**src/stop_and_wait_frame_receiver_defines.svh**
```systemverilog
// Assertion macros for the stop-and-wait frame receiver.
// Used by the top level; needs clk and rst_n in scope where expanded.
`ifndef STOP_AND_WAIT_FRAME_RECEIVER_DEFINES_SVH
`define STOP_AND_WAIT_FRAME_RECEIVER_DEFINES_SVH

// Checked only outside reset
`define SFR_ASSERT(label, prop, msg) \
  label: assert property (@(posedge clk) disable iff (!rst_n) prop) else $error(msg);

// Checked on every edge, reset included
`define SFR_ASSERT_ALWAYS(label, prop, msg) \
  label: assert property (@(posedge clk) prop) else $error(msg);

`endif

```
**src/sfr_pkg.sv**
```systemverilog
// Shared types and constants for the stop-and-wait frame receiver.
// No dependencies; imported by every module of the block.
package sfr_pkg;

  // Depth of the command queue between parser and reply generator
  localparam int CMD_FIFO_DEPTH = 4;

  // Configuration register indexes
  localparam logic [1:0] CFG_START_MARK = 2'd0;
  localparam logic [1:0] CFG_ACK_CODE   = 2'd1;
  localparam logic [1:0] CFG_NACK_CODE  = 2'd2;
  localparam logic [1:0] CFG_MAX_LENGTH = 2'd3;

  // Configuration reset values
  localparam logic [7:0] RST_START_MARK = 8'd126;
  localparam logic [7:0] RST_ACK_CODE   = 8'd89;
  localparam logic [7:0] RST_NACK_CODE  = 8'd78;
  localparam logic [7:0] RST_MAX_LENGTH = 8'd255;

  // Result kinds
  localparam logic [1:0] OK_PAYLOAD = 2'd0;
  localparam logic [1:0] OK_TX      = 2'd1;
  localparam logic [1:0] OK_STATUS  = 2'd2;

  // Frame status codes
  localparam logic [2:0] ST_ACCEPTED  = 3'd0;
  localparam logic [2:0] ST_PARITY    = 3'd1;
  localparam logic [2:0] ST_DUPLICATE = 3'd2;
  localparam logic [2:0] ST_SEQUENCE  = 3'd3;
  localparam logic [2:0] ST_LENGTH    = 3'd4;

  typedef enum logic [2:0] {
    PH_HUNT, PH_LEN, PH_SEQ, PH_TYPE, PH_DATA, PH_PAR
  } phase_t;

  typedef enum logic [1:0] {
    SC_EXPECTED, SC_PREVIOUS, SC_OTHER
  } seq_class_t;

  // Work handed from parser to reply generator
  typedef enum logic [1:0] {
    CMD_PAYLOAD, CMD_REPLY, CMD_STATUS
  } cmd_kind_t;

  // Position inside a reply burst
  typedef enum logic [2:0] {
    STEP_MARK, STEP_LEN, STEP_SEQ, STEP_CODE, STEP_PARITY, STEP_STATUS
  } reply_step_t;

  typedef struct packed {
    cmd_kind_t  kind;
    logic [7:0] data;    // payload byte, or reply sequence
    logic [7:0] code;    // ack or nack code
    logic [2:0] status;
    logic [7:0] ftype;
  } cmd_t;

  typedef struct packed {
    logic [7:0] start_mark;
    logic [7:0] ack_code;
    logic [7:0] nack_code;
    logic [7:0] max_length;
  } cfg_t;

endpackage

```
**src/sfr_frame_parser.sv**
```systemverilog
// Front end: frame parser, one wire byte per cycle, emits commands.
// Depends on sfr_pkg.
module sfr_frame_parser
  import sfr_pkg::*;
(
  input  logic       clk,
  input  logic       rst_n,
  input  cfg_t       cfg,
  input  logic       byte_valid,
  input  logic [7:0] rx_byte,
  output logic       cmd_push,
  output cmd_t       cmd
);

  phase_t     phase_r, phase_nxt;
  logic [7:0] bytes_left_r, bytes_left_nxt;
  logic [7:0] frame_length_r, frame_length_nxt;
  logic [7:0] frame_seq_r, frame_seq_nxt;
  logic [7:0] frame_kind_r, frame_kind_nxt;
  logic [7:0] parity_r, parity_nxt;
  seq_class_t seq_class_r, seq_class_nxt;
  logic [7:0] exp_seq_r, exp_seq_nxt;

  // Next phase
  always_comb begin
    phase_nxt = phase_r;
    if (byte_valid) begin
      case (phase_r)
        PH_LEN:  phase_nxt = (rx_byte > cfg.max_length) ? PH_HUNT : PH_SEQ;
        PH_SEQ:  phase_nxt = PH_TYPE;
        PH_TYPE: phase_nxt = (frame_length_r == 8'd0) ? PH_PAR : PH_DATA;
        PH_DATA: phase_nxt = (bytes_left_r == 8'd1) ? PH_PAR : PH_DATA;
        PH_PAR:  phase_nxt = PH_HUNT;
        default: phase_nxt = (rx_byte == cfg.start_mark) ? PH_LEN : PH_HUNT;
      endcase
    end
  end

  // Field capture, parity, sequence tracking and command generation
  always_comb begin
    bytes_left_nxt   = bytes_left_r;
    frame_length_nxt = frame_length_r;
    frame_seq_nxt    = frame_seq_r;
    frame_kind_nxt   = frame_kind_r;
    parity_nxt       = parity_r;
    seq_class_nxt    = seq_class_r;
    exp_seq_nxt      = exp_seq_r;
    cmd_push         = 1'b0;
    cmd              = '0;
    if (byte_valid) begin
      case (phase_r)
        PH_LEN: begin
          frame_length_nxt = rx_byte;
          parity_nxt       = rx_byte;
          if (rx_byte > cfg.max_length) begin
            cmd_push   = 1'b1;
            cmd.kind   = CMD_STATUS;
            cmd.status = ST_LENGTH;
          end
        end
        PH_SEQ: begin
          frame_seq_nxt = rx_byte;
          parity_nxt    = parity_r ^ rx_byte;
          if (rx_byte == exp_seq_r) begin
            seq_class_nxt = SC_EXPECTED;
          end else if (rx_byte == exp_seq_r - 8'd1) begin
            seq_class_nxt = SC_PREVIOUS;
          end else begin
            seq_class_nxt = SC_OTHER;
          end
        end
        PH_TYPE: begin
          frame_kind_nxt = rx_byte;
          parity_nxt     = parity_r ^ rx_byte;
          bytes_left_nxt = frame_length_r;
        end
        PH_DATA: begin
          parity_nxt     = parity_r ^ rx_byte;
          bytes_left_nxt = bytes_left_r - 8'd1;
          if (seq_class_r == SC_EXPECTED) begin
            cmd_push = 1'b1;
            cmd.kind = CMD_PAYLOAD;
            cmd.data = rx_byte;
          end
        end
        PH_PAR: begin
          cmd_push  = 1'b1;
          cmd.ftype = frame_kind_r;
          case (seq_class_r)
            SC_EXPECTED: begin
              cmd.kind = CMD_REPLY;
              cmd.data = exp_seq_r;
              if (rx_byte == parity_r) begin
                cmd.code    = cfg.ack_code;
                cmd.status  = ST_ACCEPTED;
                exp_seq_nxt = exp_seq_r + 8'd1;
              end else begin
                cmd.code   = cfg.nack_code;
                cmd.status = ST_PARITY;
              end
            end
            SC_PREVIOUS: begin
              cmd.kind   = CMD_REPLY;
              cmd.data   = frame_seq_r;
              cmd.code   = cfg.ack_code;
              cmd.status = ST_DUPLICATE;
            end
            default: begin
              cmd.kind    = CMD_STATUS;
              cmd.status  = ST_SEQUENCE;
              exp_seq_nxt = 8'd0;
            end
          endcase
        end
        default: begin
          // hunting: nothing captured
        end
      endcase
    end
  end

  always_ff @(posedge clk) begin
    if (!rst_n) begin
      phase_r        <= PH_HUNT;
      bytes_left_r   <= '0;
      frame_length_r <= '0;
      frame_seq_r    <= '0;
      frame_kind_r   <= '0;
      parity_r       <= '0;
      seq_class_r    <= SC_EXPECTED;
      exp_seq_r      <= '0;
    end else begin
      phase_r        <= phase_nxt;
      bytes_left_r   <= bytes_left_nxt;
      frame_length_r <= frame_length_nxt;
      frame_seq_r    <= frame_seq_nxt;
      frame_kind_r   <= frame_kind_nxt;
      parity_r       <= parity_nxt;
      seq_class_r    <= seq_class_nxt;
      exp_seq_r      <= exp_seq_nxt;
    end
  end

endmodule

```
**src/sfr_cmd_fifo.sv**
```systemverilog
// Command queue between parser and reply generator, flip-flop storage.
// Depends on sfr_pkg.
module sfr_cmd_fifo
  import sfr_pkg::*;
#(
  parameter int DEPTH = CMD_FIFO_DEPTH
) (
  input  logic clk,
  input  logic rst_n,
  input  logic push,
  input  cmd_t wdata,
  output logic full,
  input  logic pop,
  output cmd_t rdata,
  output logic empty
);

  localparam int PTR_W = (DEPTH > 1) ? $clog2(DEPTH) : 1;
  localparam int CNT_W = $clog2(DEPTH + 1);

  cmd_t             mem_r [DEPTH];
  logic [PTR_W-1:0] wr_ptr_r, wr_ptr_nxt;
  logic [PTR_W-1:0] rd_ptr_r, rd_ptr_nxt;
  logic [CNT_W-1:0] count_r, count_nxt;
  logic             do_push, do_pop;

  assign full    = (count_r == CNT_W'(DEPTH));
  assign empty   = (count_r == '0);
  assign do_push = push && !full;
  assign do_pop  = pop && !empty;
  assign rdata   = mem_r[rd_ptr_r];

  // Pointer wrap and occupancy
  always_comb begin
    wr_ptr_nxt = wr_ptr_r;
    rd_ptr_nxt = rd_ptr_r;
    count_nxt  = count_r;
    if (do_push) begin
      wr_ptr_nxt = (wr_ptr_r == PTR_W'(DEPTH - 1)) ? '0 : wr_ptr_r + 1'b1;
    end
    if (do_pop) begin
      rd_ptr_nxt = (rd_ptr_r == PTR_W'(DEPTH - 1)) ? '0 : rd_ptr_r + 1'b1;
    end
    if (do_push && !do_pop) begin
      count_nxt = count_r + 1'b1;
    end else if (do_pop && !do_push) begin
      count_nxt = count_r - 1'b1;
    end
  end

  always_ff @(posedge clk) begin
    if (!rst_n) begin
      wr_ptr_r <= '0;
      rd_ptr_r <= '0;
      count_r  <= '0;
    end else begin
      wr_ptr_r <= wr_ptr_nxt;
      rd_ptr_r <= rd_ptr_nxt;
      count_r  <= count_nxt;
    end
  end

  // Storage, no reset
  always_ff @(posedge clk) begin
    if (do_push) begin
      mem_r[wr_ptr_r] <= wdata;
    end
  end

endmodule

```
**src/sfr_reply_gen.sv**
```systemverilog
// Back end: expands queued commands into result items, one per cycle while
// results are popped, through a one-entry output register. Depends on sfr_pkg.
module sfr_reply_gen
  import sfr_pkg::*;
(
  input  logic       clk,
  input  logic       rst_n,
  input  logic [7:0] start_mark,
  input  logic       cmd_valid,
  input  cmd_t       cmd,
  output logic       cmd_pop,
  output logic       empty,
  input  logic       pop,
  output logic [1:0] out_kind,
  output logic [7:0] out_byte,
  output logic [2:0] out_frame_status,
  output logic [7:0] out_frame_type,
  output logic       out_last
);

  reply_step_t step_r, step_nxt;
  logic        valid_r, valid_nxt;
  logic [1:0]  kind_r;
  logic [7:0]  byte_r;
  logic [2:0]  status_r;
  logic [7:0]  type_r;
  logic        last_r;

  logic [1:0]  res_kind;
  logic [7:0]  res_byte;
  logic [2:0]  res_status;
  logic [7:0]  res_type;
  logic        res_final;
  logic        load;

  // Result for the head command at the current step
  always_comb begin
    res_kind   = OK_TX;
    res_byte   = '0;
    res_status = ST_ACCEPTED;
    res_type   = '0;
    res_final  = 1'b1;
    case (cmd.kind)
      CMD_PAYLOAD: begin
        res_kind = OK_PAYLOAD;
        res_byte = cmd.data;
      end
      CMD_REPLY: begin
        res_final = (step_r == STEP_STATUS);
        case (step_r)
          STEP_MARK:   res_byte = start_mark;
          STEP_LEN:    res_byte = 8'd0;
          STEP_SEQ:    res_byte = cmd.data;
          STEP_CODE:   res_byte = cmd.code;
          STEP_PARITY: res_byte = cmd.data ^ cmd.code;
          default: begin
            res_kind   = OK_STATUS;
            res_status = cmd.status;
            res_type   = cmd.ftype;
          end
        endcase
      end
      default: begin
        res_kind   = OK_STATUS;
        res_status = cmd.status;
        res_type   = cmd.ftype;
      end
    endcase
  end

  // Advance when the output register is free or being emptied
  assign load    = cmd_valid && (!valid_r || pop);
  assign cmd_pop = load && res_final;

  always_comb begin
    step_nxt = step_r;
    if (load) begin
      step_nxt = res_final ? STEP_MARK : reply_step_t'(step_r + 3'd1);
    end
    valid_nxt = load || (valid_r && !pop);
  end

  always_ff @(posedge clk) begin
    if (!rst_n) begin
      step_r  <= STEP_MARK;
      valid_r <= 1'b0;
    end else begin
      step_r  <= step_nxt;
      valid_r <= valid_nxt;
    end
  end

  // Output payload register
  always_ff @(posedge clk) begin
    if (load) begin
      kind_r   <= res_kind;
      byte_r   <= res_byte;
      status_r <= res_status;
      type_r   <= res_type;
      last_r   <= res_final;
    end
  end

  assign empty            = !valid_r;
  assign out_kind         = kind_r;
  assign out_byte         = byte_r;
  assign out_frame_status = status_r;
  assign out_frame_type   = type_r;
  assign out_last         = last_r;

endmodule

```
**src/stop_and_wait_frame_receiver.sv**
```systemverilog
// Stop-and-wait frame receiver top level: config registers, parser,
// command queue, reply generator. Depends on sfr_pkg and the defines header.
//
//   channel  | handshake            | payload
//   ---------+----------------------+--------------------------------------
//   input    | push / full          | in_rx_byte
//   result   | empty / pop          | out_kind, out_byte, out_frame_status,
//            |                      | out_frame_type, out_last
//   config   | cfg_we               | cfg_index, cfg_wdata
//
// One wire byte is taken per cycle while full is low; the parser handles it in that
// cycle and queues at most one command. The reply generator delivers one result
// per cycle while pop is high: a payload byte or a lone status gives one, a reply
// six (reply frame plus status). full rises only when the command queue is full.
// Reset is synchronous; the block accepts bytes in the first cycle after it.
`include "stop_and_wait_frame_receiver_defines.svh"

module stop_and_wait_frame_receiver
  import sfr_pkg::*;
#(
  parameter int CMD_DEPTH = CMD_FIFO_DEPTH
) (
  input  logic       clk,
  input  logic       rst_n,
  input  logic       cfg_we,
  input  logic [1:0] cfg_index,
  input  logic [7:0] cfg_wdata,
  input  logic       push,
  output logic       full,
  input  logic [7:0] in_rx_byte,
  output logic       empty,
  input  logic       pop,
  output logic [1:0] out_kind,
  output logic [7:0] out_byte,
  output logic [2:0] out_frame_status,
  output logic [7:0] out_frame_type,
  output logic       out_last
);

  cfg_t cfg_r, cfg_nxt;
  logic byte_valid;
  logic cmd_push;
  cmd_t cmd_in;
  cmd_t cmd_head;
  logic cmd_full;
  logic cmd_empty;
  logic cmd_pop;

  // Configuration write decode
  always_comb begin
    cfg_nxt = cfg_r;
    if (cfg_we) begin
      case (cfg_index)
        CFG_START_MARK: cfg_nxt.start_mark = cfg_wdata;
        CFG_ACK_CODE:   cfg_nxt.ack_code   = cfg_wdata;
        CFG_NACK_CODE:  cfg_nxt.nack_code  = cfg_wdata;
        CFG_MAX_LENGTH: cfg_nxt.max_length = cfg_wdata;
        default:        cfg_nxt = cfg_r;
      endcase
    end
  end

  always_ff @(posedge clk) begin
    if (!rst_n) begin
      cfg_r.start_mark <= RST_START_MARK;
      cfg_r.ack_code   <= RST_ACK_CODE;
      cfg_r.nack_code  <= RST_NACK_CODE;
      cfg_r.max_length <= RST_MAX_LENGTH;
    end else begin
      cfg_r <= cfg_nxt;
    end
  end

  assign full       = cmd_full;
  assign byte_valid = push && !cmd_full;

  sfr_frame_parser u_parser (
    .clk        (clk),
    .rst_n      (rst_n),
    .cfg        (cfg_r),
    .byte_valid (byte_valid),
    .rx_byte    (in_rx_byte),
    .cmd_push   (cmd_push),
    .cmd        (cmd_in)
  );

  sfr_cmd_fifo #(
    .DEPTH (CMD_DEPTH)
  ) u_cmd_fifo (
    .clk   (clk),
    .rst_n (rst_n),
    .push  (cmd_push),
    .wdata (cmd_in),
    .full  (cmd_full),
    .pop   (cmd_pop),
    .rdata (cmd_head),
    .empty (cmd_empty)
  );

  sfr_reply_gen u_reply_gen (
    .clk              (clk),
    .rst_n            (rst_n),
    .start_mark       (cfg_r.start_mark),
    .cmd_valid        (!cmd_empty),
    .cmd              (cmd_head),
    .cmd_pop          (cmd_pop),
    .empty            (empty),
    .pop              (pop),
    .out_kind         (out_kind),
    .out_byte         (out_byte),
    .out_frame_status (out_frame_status),
    .out_frame_type   (out_frame_type),
    .out_last         (out_last)
  );

  // Checks
  `SFR_ASSERT_ALWAYS(a_reset_empty, !rst_n |=> empty, "result queue not empty after reset")
  `SFR_ASSERT(a_status_last, !empty && out_kind == OK_STATUS |-> out_last, "status without last")
  `SFR_ASSERT(a_kind_legal, !empty |-> out_kind == OK_PAYLOAD || out_kind == OK_TX || out_kind == OK_STATUS, "illegal result kind")
  `SFR_ASSERT(a_nonstatus_clean, !empty && out_kind != OK_STATUS |-> out_frame_status == ST_ACCEPTED && out_frame_type == 8'd0, "non-status result carries status fields")

endmodule
```
**config.mk**
```make
export PLATFORM = sky130hd
export DESIGN_NAME = stop_and_wait_frame_receiver
export DESIGN_NICKNAME = d
export VERILOG_FILES = /design/src/sfr_pkg.sv /design/src/sfr_frame_parser.sv /design/src/sfr_cmd_fifo.sv /design/src/sfr_reply_gen.sv /design/src/stop_and_wait_frame_receiver.sv
export VERILOG_INCLUDE_DIRS = /design/src /design/src/src
export SDC_FILE = /design/constraint.sdc
export NUM_CORES = 1
export LEC_CHECK = 0
export BUFFER_PORTS_ARGS = -buffer_cell sky130_fd_sc_hd__buf_4
export CAP_MARGIN = 30
export CORE_MARGIN = 1.5
export CORE_UTILIZATION = 39
export DETAILED_ROUTE_END_ITERATION = 6
export HOLD_SLACK_MARGIN = 0.06
export MAX_ROUTING_LAYER = met4
export PLACE_DENSITY_LB_ADDON = 0.12
export RECOVER_POWER = 25
export SYNTH_ARGS = -nofsm -noshare
export SYNTH_HDL_FRONTEND = slang
export SYNTH_SLANG_ARGS = --single-unit
```
**constraint.sdc**
```tcl
create_clock -name clk -period 5.2 [get_ports clk]
set_input_delay 0.78 -clock clk [delete_from_list [all_inputs] [get_ports clk]]
set_output_delay 0.78 -clock clk [all_outputs]
set_load 0.02 [all_outputs]
```
==> impl_results.md <==
- Outcome: finished, violations left
- Failing checks: capacitance limit, slew limit
- Switching Fraction: 24.7%
- Final GP Congestion: roughly 0.84
- Die area: 28900 um2
- Die width: roughly 170 um
- Part of the power in registers: 48.8%
- Number of global-route vias before repair: 7087
- H-tree depth: 1
- Final core occ: 44.9%
- Final nets: 1042
- Combinational power share: 10.3%
- # DRC: 0
- Clock power share: 40.9%
- Root buf cell: clkbuf_16
- Latest clock arrival within the worst-skew pair: about 0.52 ns
- Final Hold Vio Count: 0
- Synth Area in Simple Gates: approximately 14%
- Power Total: 4270 uW
- Via density: 5.27
- VDD IR max: between 0.2 and 0.25 mV
- First-pass GRT wire length: ~42000 um
- Net Sw Power: ~1100 uW
- PD cells: 350 nW/um2
- All-Layer GR Usage: 19.6%
- Filler Cells Inserted: 2654
- Clock Pin Slew Worst Setup and Hold Paths: 0.06 ns
- Sequential share of the synthesized area: 56.2%
- Max clock buf depth: 3
- Worst-case hold path end point: cfg_r[12]
- Setup Buffers After CTS: 0
- WS Path Type: flop to flop
- Largest family of logic cells by synthesized area: simple AND/OR/NAND/NOR gates
- R2r setup slk: approximately 1.7 ns
- Port bufs: 46
- Multi-input gate area: 4360 um2
- Crit-path most repeated cell: nand2_2
- Sum Neg Setup Slack: 0 ns
- Hold Path Class: flop to flop
- Initial core utilization: around two fifths
- Antenna cell count: 0
- Routed WL: 26800 um
- Complex-gate fraction of the synthesized area: 9.69%
- DR vias: 7303
- DR WL/cell: 19.4 um
- Slew of the pin with the lowest slew margin: roughly 1.8 ns
- Synth Area in XOR/XNOR: 3.46%
- # rows: 60
- DRT antenna net count: 0
- Worst-path fanout max: 14
- MaxCap Viol Count: 1
- DPL Wire Length: 18500 um
- Delay-heaviest family, CP: simple AND/OR/NAND/NOR gates
- Crit path cell chain: mux4_2 -> nor2b_1 -> nand2_2 -> nand2_2 -> ha_1 -> inv_1 -> fa_1 -> xor2_1 -> or3_1 -> a21oi_1
- Period utilisation layout: between 60 and 70%
- Internal power: around 3200 uW
- Synth Area in Adders: 2.83%
- Distinct cells, synth: 68
- Slowest stage delay, CP: between 0.8 and 0.9 ns
- Post-synth net total: ~1000
- Layout cells sized above 1: 11.7%
- Yosys warnings: 0
- Critical path buffers and inverters: 1
- Reg2reg end: u_cmd_fifo.count_r[2]
- Post-synthesis cell area: 10900 um2
- Critical Path RT: between 5 and 6 ns
- Die Y: 170 um
- Final setup violation count: 0
- Slew headroom: -20.6%
- WP data arrival: 3.96 ns
- Leakage: 0.00444 uW
- Hold depth: 2
- Post-synthesis mux area share: 9.78%
- Setup crit end kind: flop
- CTS tree: yes
- Reg2Reg Depth: 10
- Avg Inst Size Synth: 11.2 um2
- EDFF count, synth: about 140
- Drt pass-1 iters: 5
- CTS Hold Bufs: 0
- Startpoint types: flop
- Area growth syn-to-layout: 12.4%
- Ys flop type: edfxtp_1
- Tmin final: between 3 and 4 ns
- Synth async-reset ratio: 0%
- Fmax: ~0.28 GHz
- Unrepaired setup endpoints after global routing: no
- Hold_sp: cfg_r[12]
- Worst Clk Skew: approximately 0.014 ns
- Core box area: 27200 um2
- Pin count of the biggest net entering global routing: 38
- Post-cts sizing count: 0
- I/O pin cnt: 47
- Total gr overflow: 0
- FF/Latch Area: 6110 um2
- Flops & latches, synth: 236
- Cells after synthesis: about 970
- CTS Buf Count: 27
- Initial antenna violation count: 0
- Max-slew violation count: 38
- Critical-path top delay cell: dfxtp_1
- Sink Count: about 240
- Iter 0 DRT Violations: 504
==> through the flow <==
step / cells / setup slack (ns) / hold WS [ns] / instance area, um2
2_1_floorplan: 967 / 1.94 / 0.436 / 10900
3_3_place_gp: 1333 / 1.73 / 0.445 / 11500
3_5_place_dp: 1338 / 1.69 / 0.452 / 11500
4_1_cts: 1385 / 1.98 / 0.460 / 12300
5_1_grt: 1385 / 1.42 / 0.477 / 12200
6_report: 1385 / 1.67 / 0.456 / 12200
==> layout by cell type (no fill, tap or decap), types with 14 or more instances in the layout <==
cell type / n
mux2i_1: 42
a22oi_1: 25
nor2b_1: 20
xor2_1: 14
clkbuf_1: 33
mux4_2: 22
o21ai_0: 41
nor3_1: 15
ha_1: 23
a21oi_1: 56
buf_4: 30
clkbuf_16: 28
dfxtp_1: 97
xnor2_1: 27
inv_1: 31
nand2_1: 102
nand3_1: 24
edfxtp_1: 138
nor2_1: 86
==> area by class of cell <==
| type | count | area share (%) |
|---|---|---|
| Timing Repair Buffer | 59 | 2.75 |
| Sequential cell | 236 | 50.0 |
| Multi-Input combinational cell | 639 | 35.7 |
| Clock buffer | 36 | 6.18 |
| Clock inverter | 11 | 0.492 |
| Inverter | 32 | 0.984 |
| Tap cell | 372 | 3.81 |
==> cells by family (layout without fill, tap and decap cells) <==
group,Yosys count,in the layout
multiplexers,77,77
AND/OR/NAND/NOR,324,324
AO/OA/AOI/OAI,172,172
adder cells (fa/ha/maj),24,24
flip-flops,236,236
XOR/XNOR,42,42
buffers and inverters,92,138
==> synth_stat cells (5+ instances only) <==
cell type	instances	area share, %
a221oi_1	9	0.73
o21ai_1	10	0.46
a22oi_1	25	1.7
ha_1	23	2.7
clkbuf_1	36	1.2
nor2_1	86	3.0
inv_1	30	1.0
nor3_1	15	0.69
nand4_1	12	0.69
nand3b_1	7	0.48
edfxtp_1	138	38
xor2_1	14	1.1
o211ai_1	12	0.83
nor2b_1	19	1.1
mux2_2	13	1.3
dfxtp_1	98	18
a21oi_1	56	2.6
nor4_1	5	0.29
and2_1	16	0.92
nand3_1	24	1.1
mux4_2	22	4.6
xnor2_1	27	2.2
buf_2	16	0.74
nand2_1	102	3.5
or3_1	7	0.40
mux2i_1	42	3.9
o21ai_0	41	1.9
nand2b_1	5	0.29
==> power by group through the flow <==
stage | Combinational, uW | Clock (uW) | Sequential (uW)
final | 439 | 1750 | 2090
after global routing | 484 | 1880 | 2100
after detailed placement | 502 | 0 | 2130
after floorplan | 263 | 0 | 2180
after global placement | 483 | 0 | 2130
after CTS | 503 | 1800 | 2090
==> metal layers <==
metal	share of wire (%)	wire [um]	up-vias	global-route usage, %
li1	-	-	3563	-
met5	0	0	-	-
met2	47	12600	163	30.9
met3	4.3	1150	37	2.53
met1	46	12500	3540	26.9
met4	2.1	554	0	4.77
==> sequential cells by signal (all words and copies together), names as in the netlist, named ones only <==
name                          cells
cfg_r                            32
u_cmd_fifo.count_r                3
u_cmd_fifo.mem_r                116
u_cmd_fifo.rd_ptr_r               2
u_cmd_fifo.wr_ptr_r               2
u_parser.bytes_left_r             8
u_parser.exp_seq_r                8
u_parser.frame_kind_r             8
u_parser.frame_length_r           8
u_parser.frame_seq_r              8
u_parser.parity_r                 8
u_parser.phase_r                  3
u_parser.seq_class_r              2
u_reply_gen.out_byte              8
u_reply_gen.out_frame_status      3
u_reply_gen.out_frame_type        8
u_reply_gen.out_kind              2
u_reply_gen.out_last              1
u_reply_gen.step_r                3
u_reply_gen.valid_r               1
==> worst max path at each step <==
stage,startpoint,endpoint,slack [ns],cells after the start
3_5_place_dp,in_rx_byte[1],u_cmd_fifo.count_r[2],1.69,13
5_1_grt,flop,u_cmd_fifo.count_r[2],1.42,10
4_1_cts,u_cmd_fifo.count_r[0],u_cmd_fifo.count_r[2],1.98,10
2_1_floorplan,in_rx_byte[0],u_cmd_fifo.count_r[2],1.94,14
3_3_place_gp,in_rx_byte[1],u_cmd_fifo.count_r[2],1.73,13
6_report,flop,u_cmd_fifo.count_r[2],1.67,10
==> worst reg2reg max path, delay by kind of cell (launching register included) <==
kind	cells	cell delay, ns
and+or+nand+nor	4	0.95
DFF	1	0.89
muxes	1	0.66
adders and majority gates	2	0.56
xor gates and xnor gates	1	0.18
AOI/OAI and AO/OA	1	0.14
buffers and inverters	1	0.06
No activity file was read; power rests on OpenSTA's default activity.
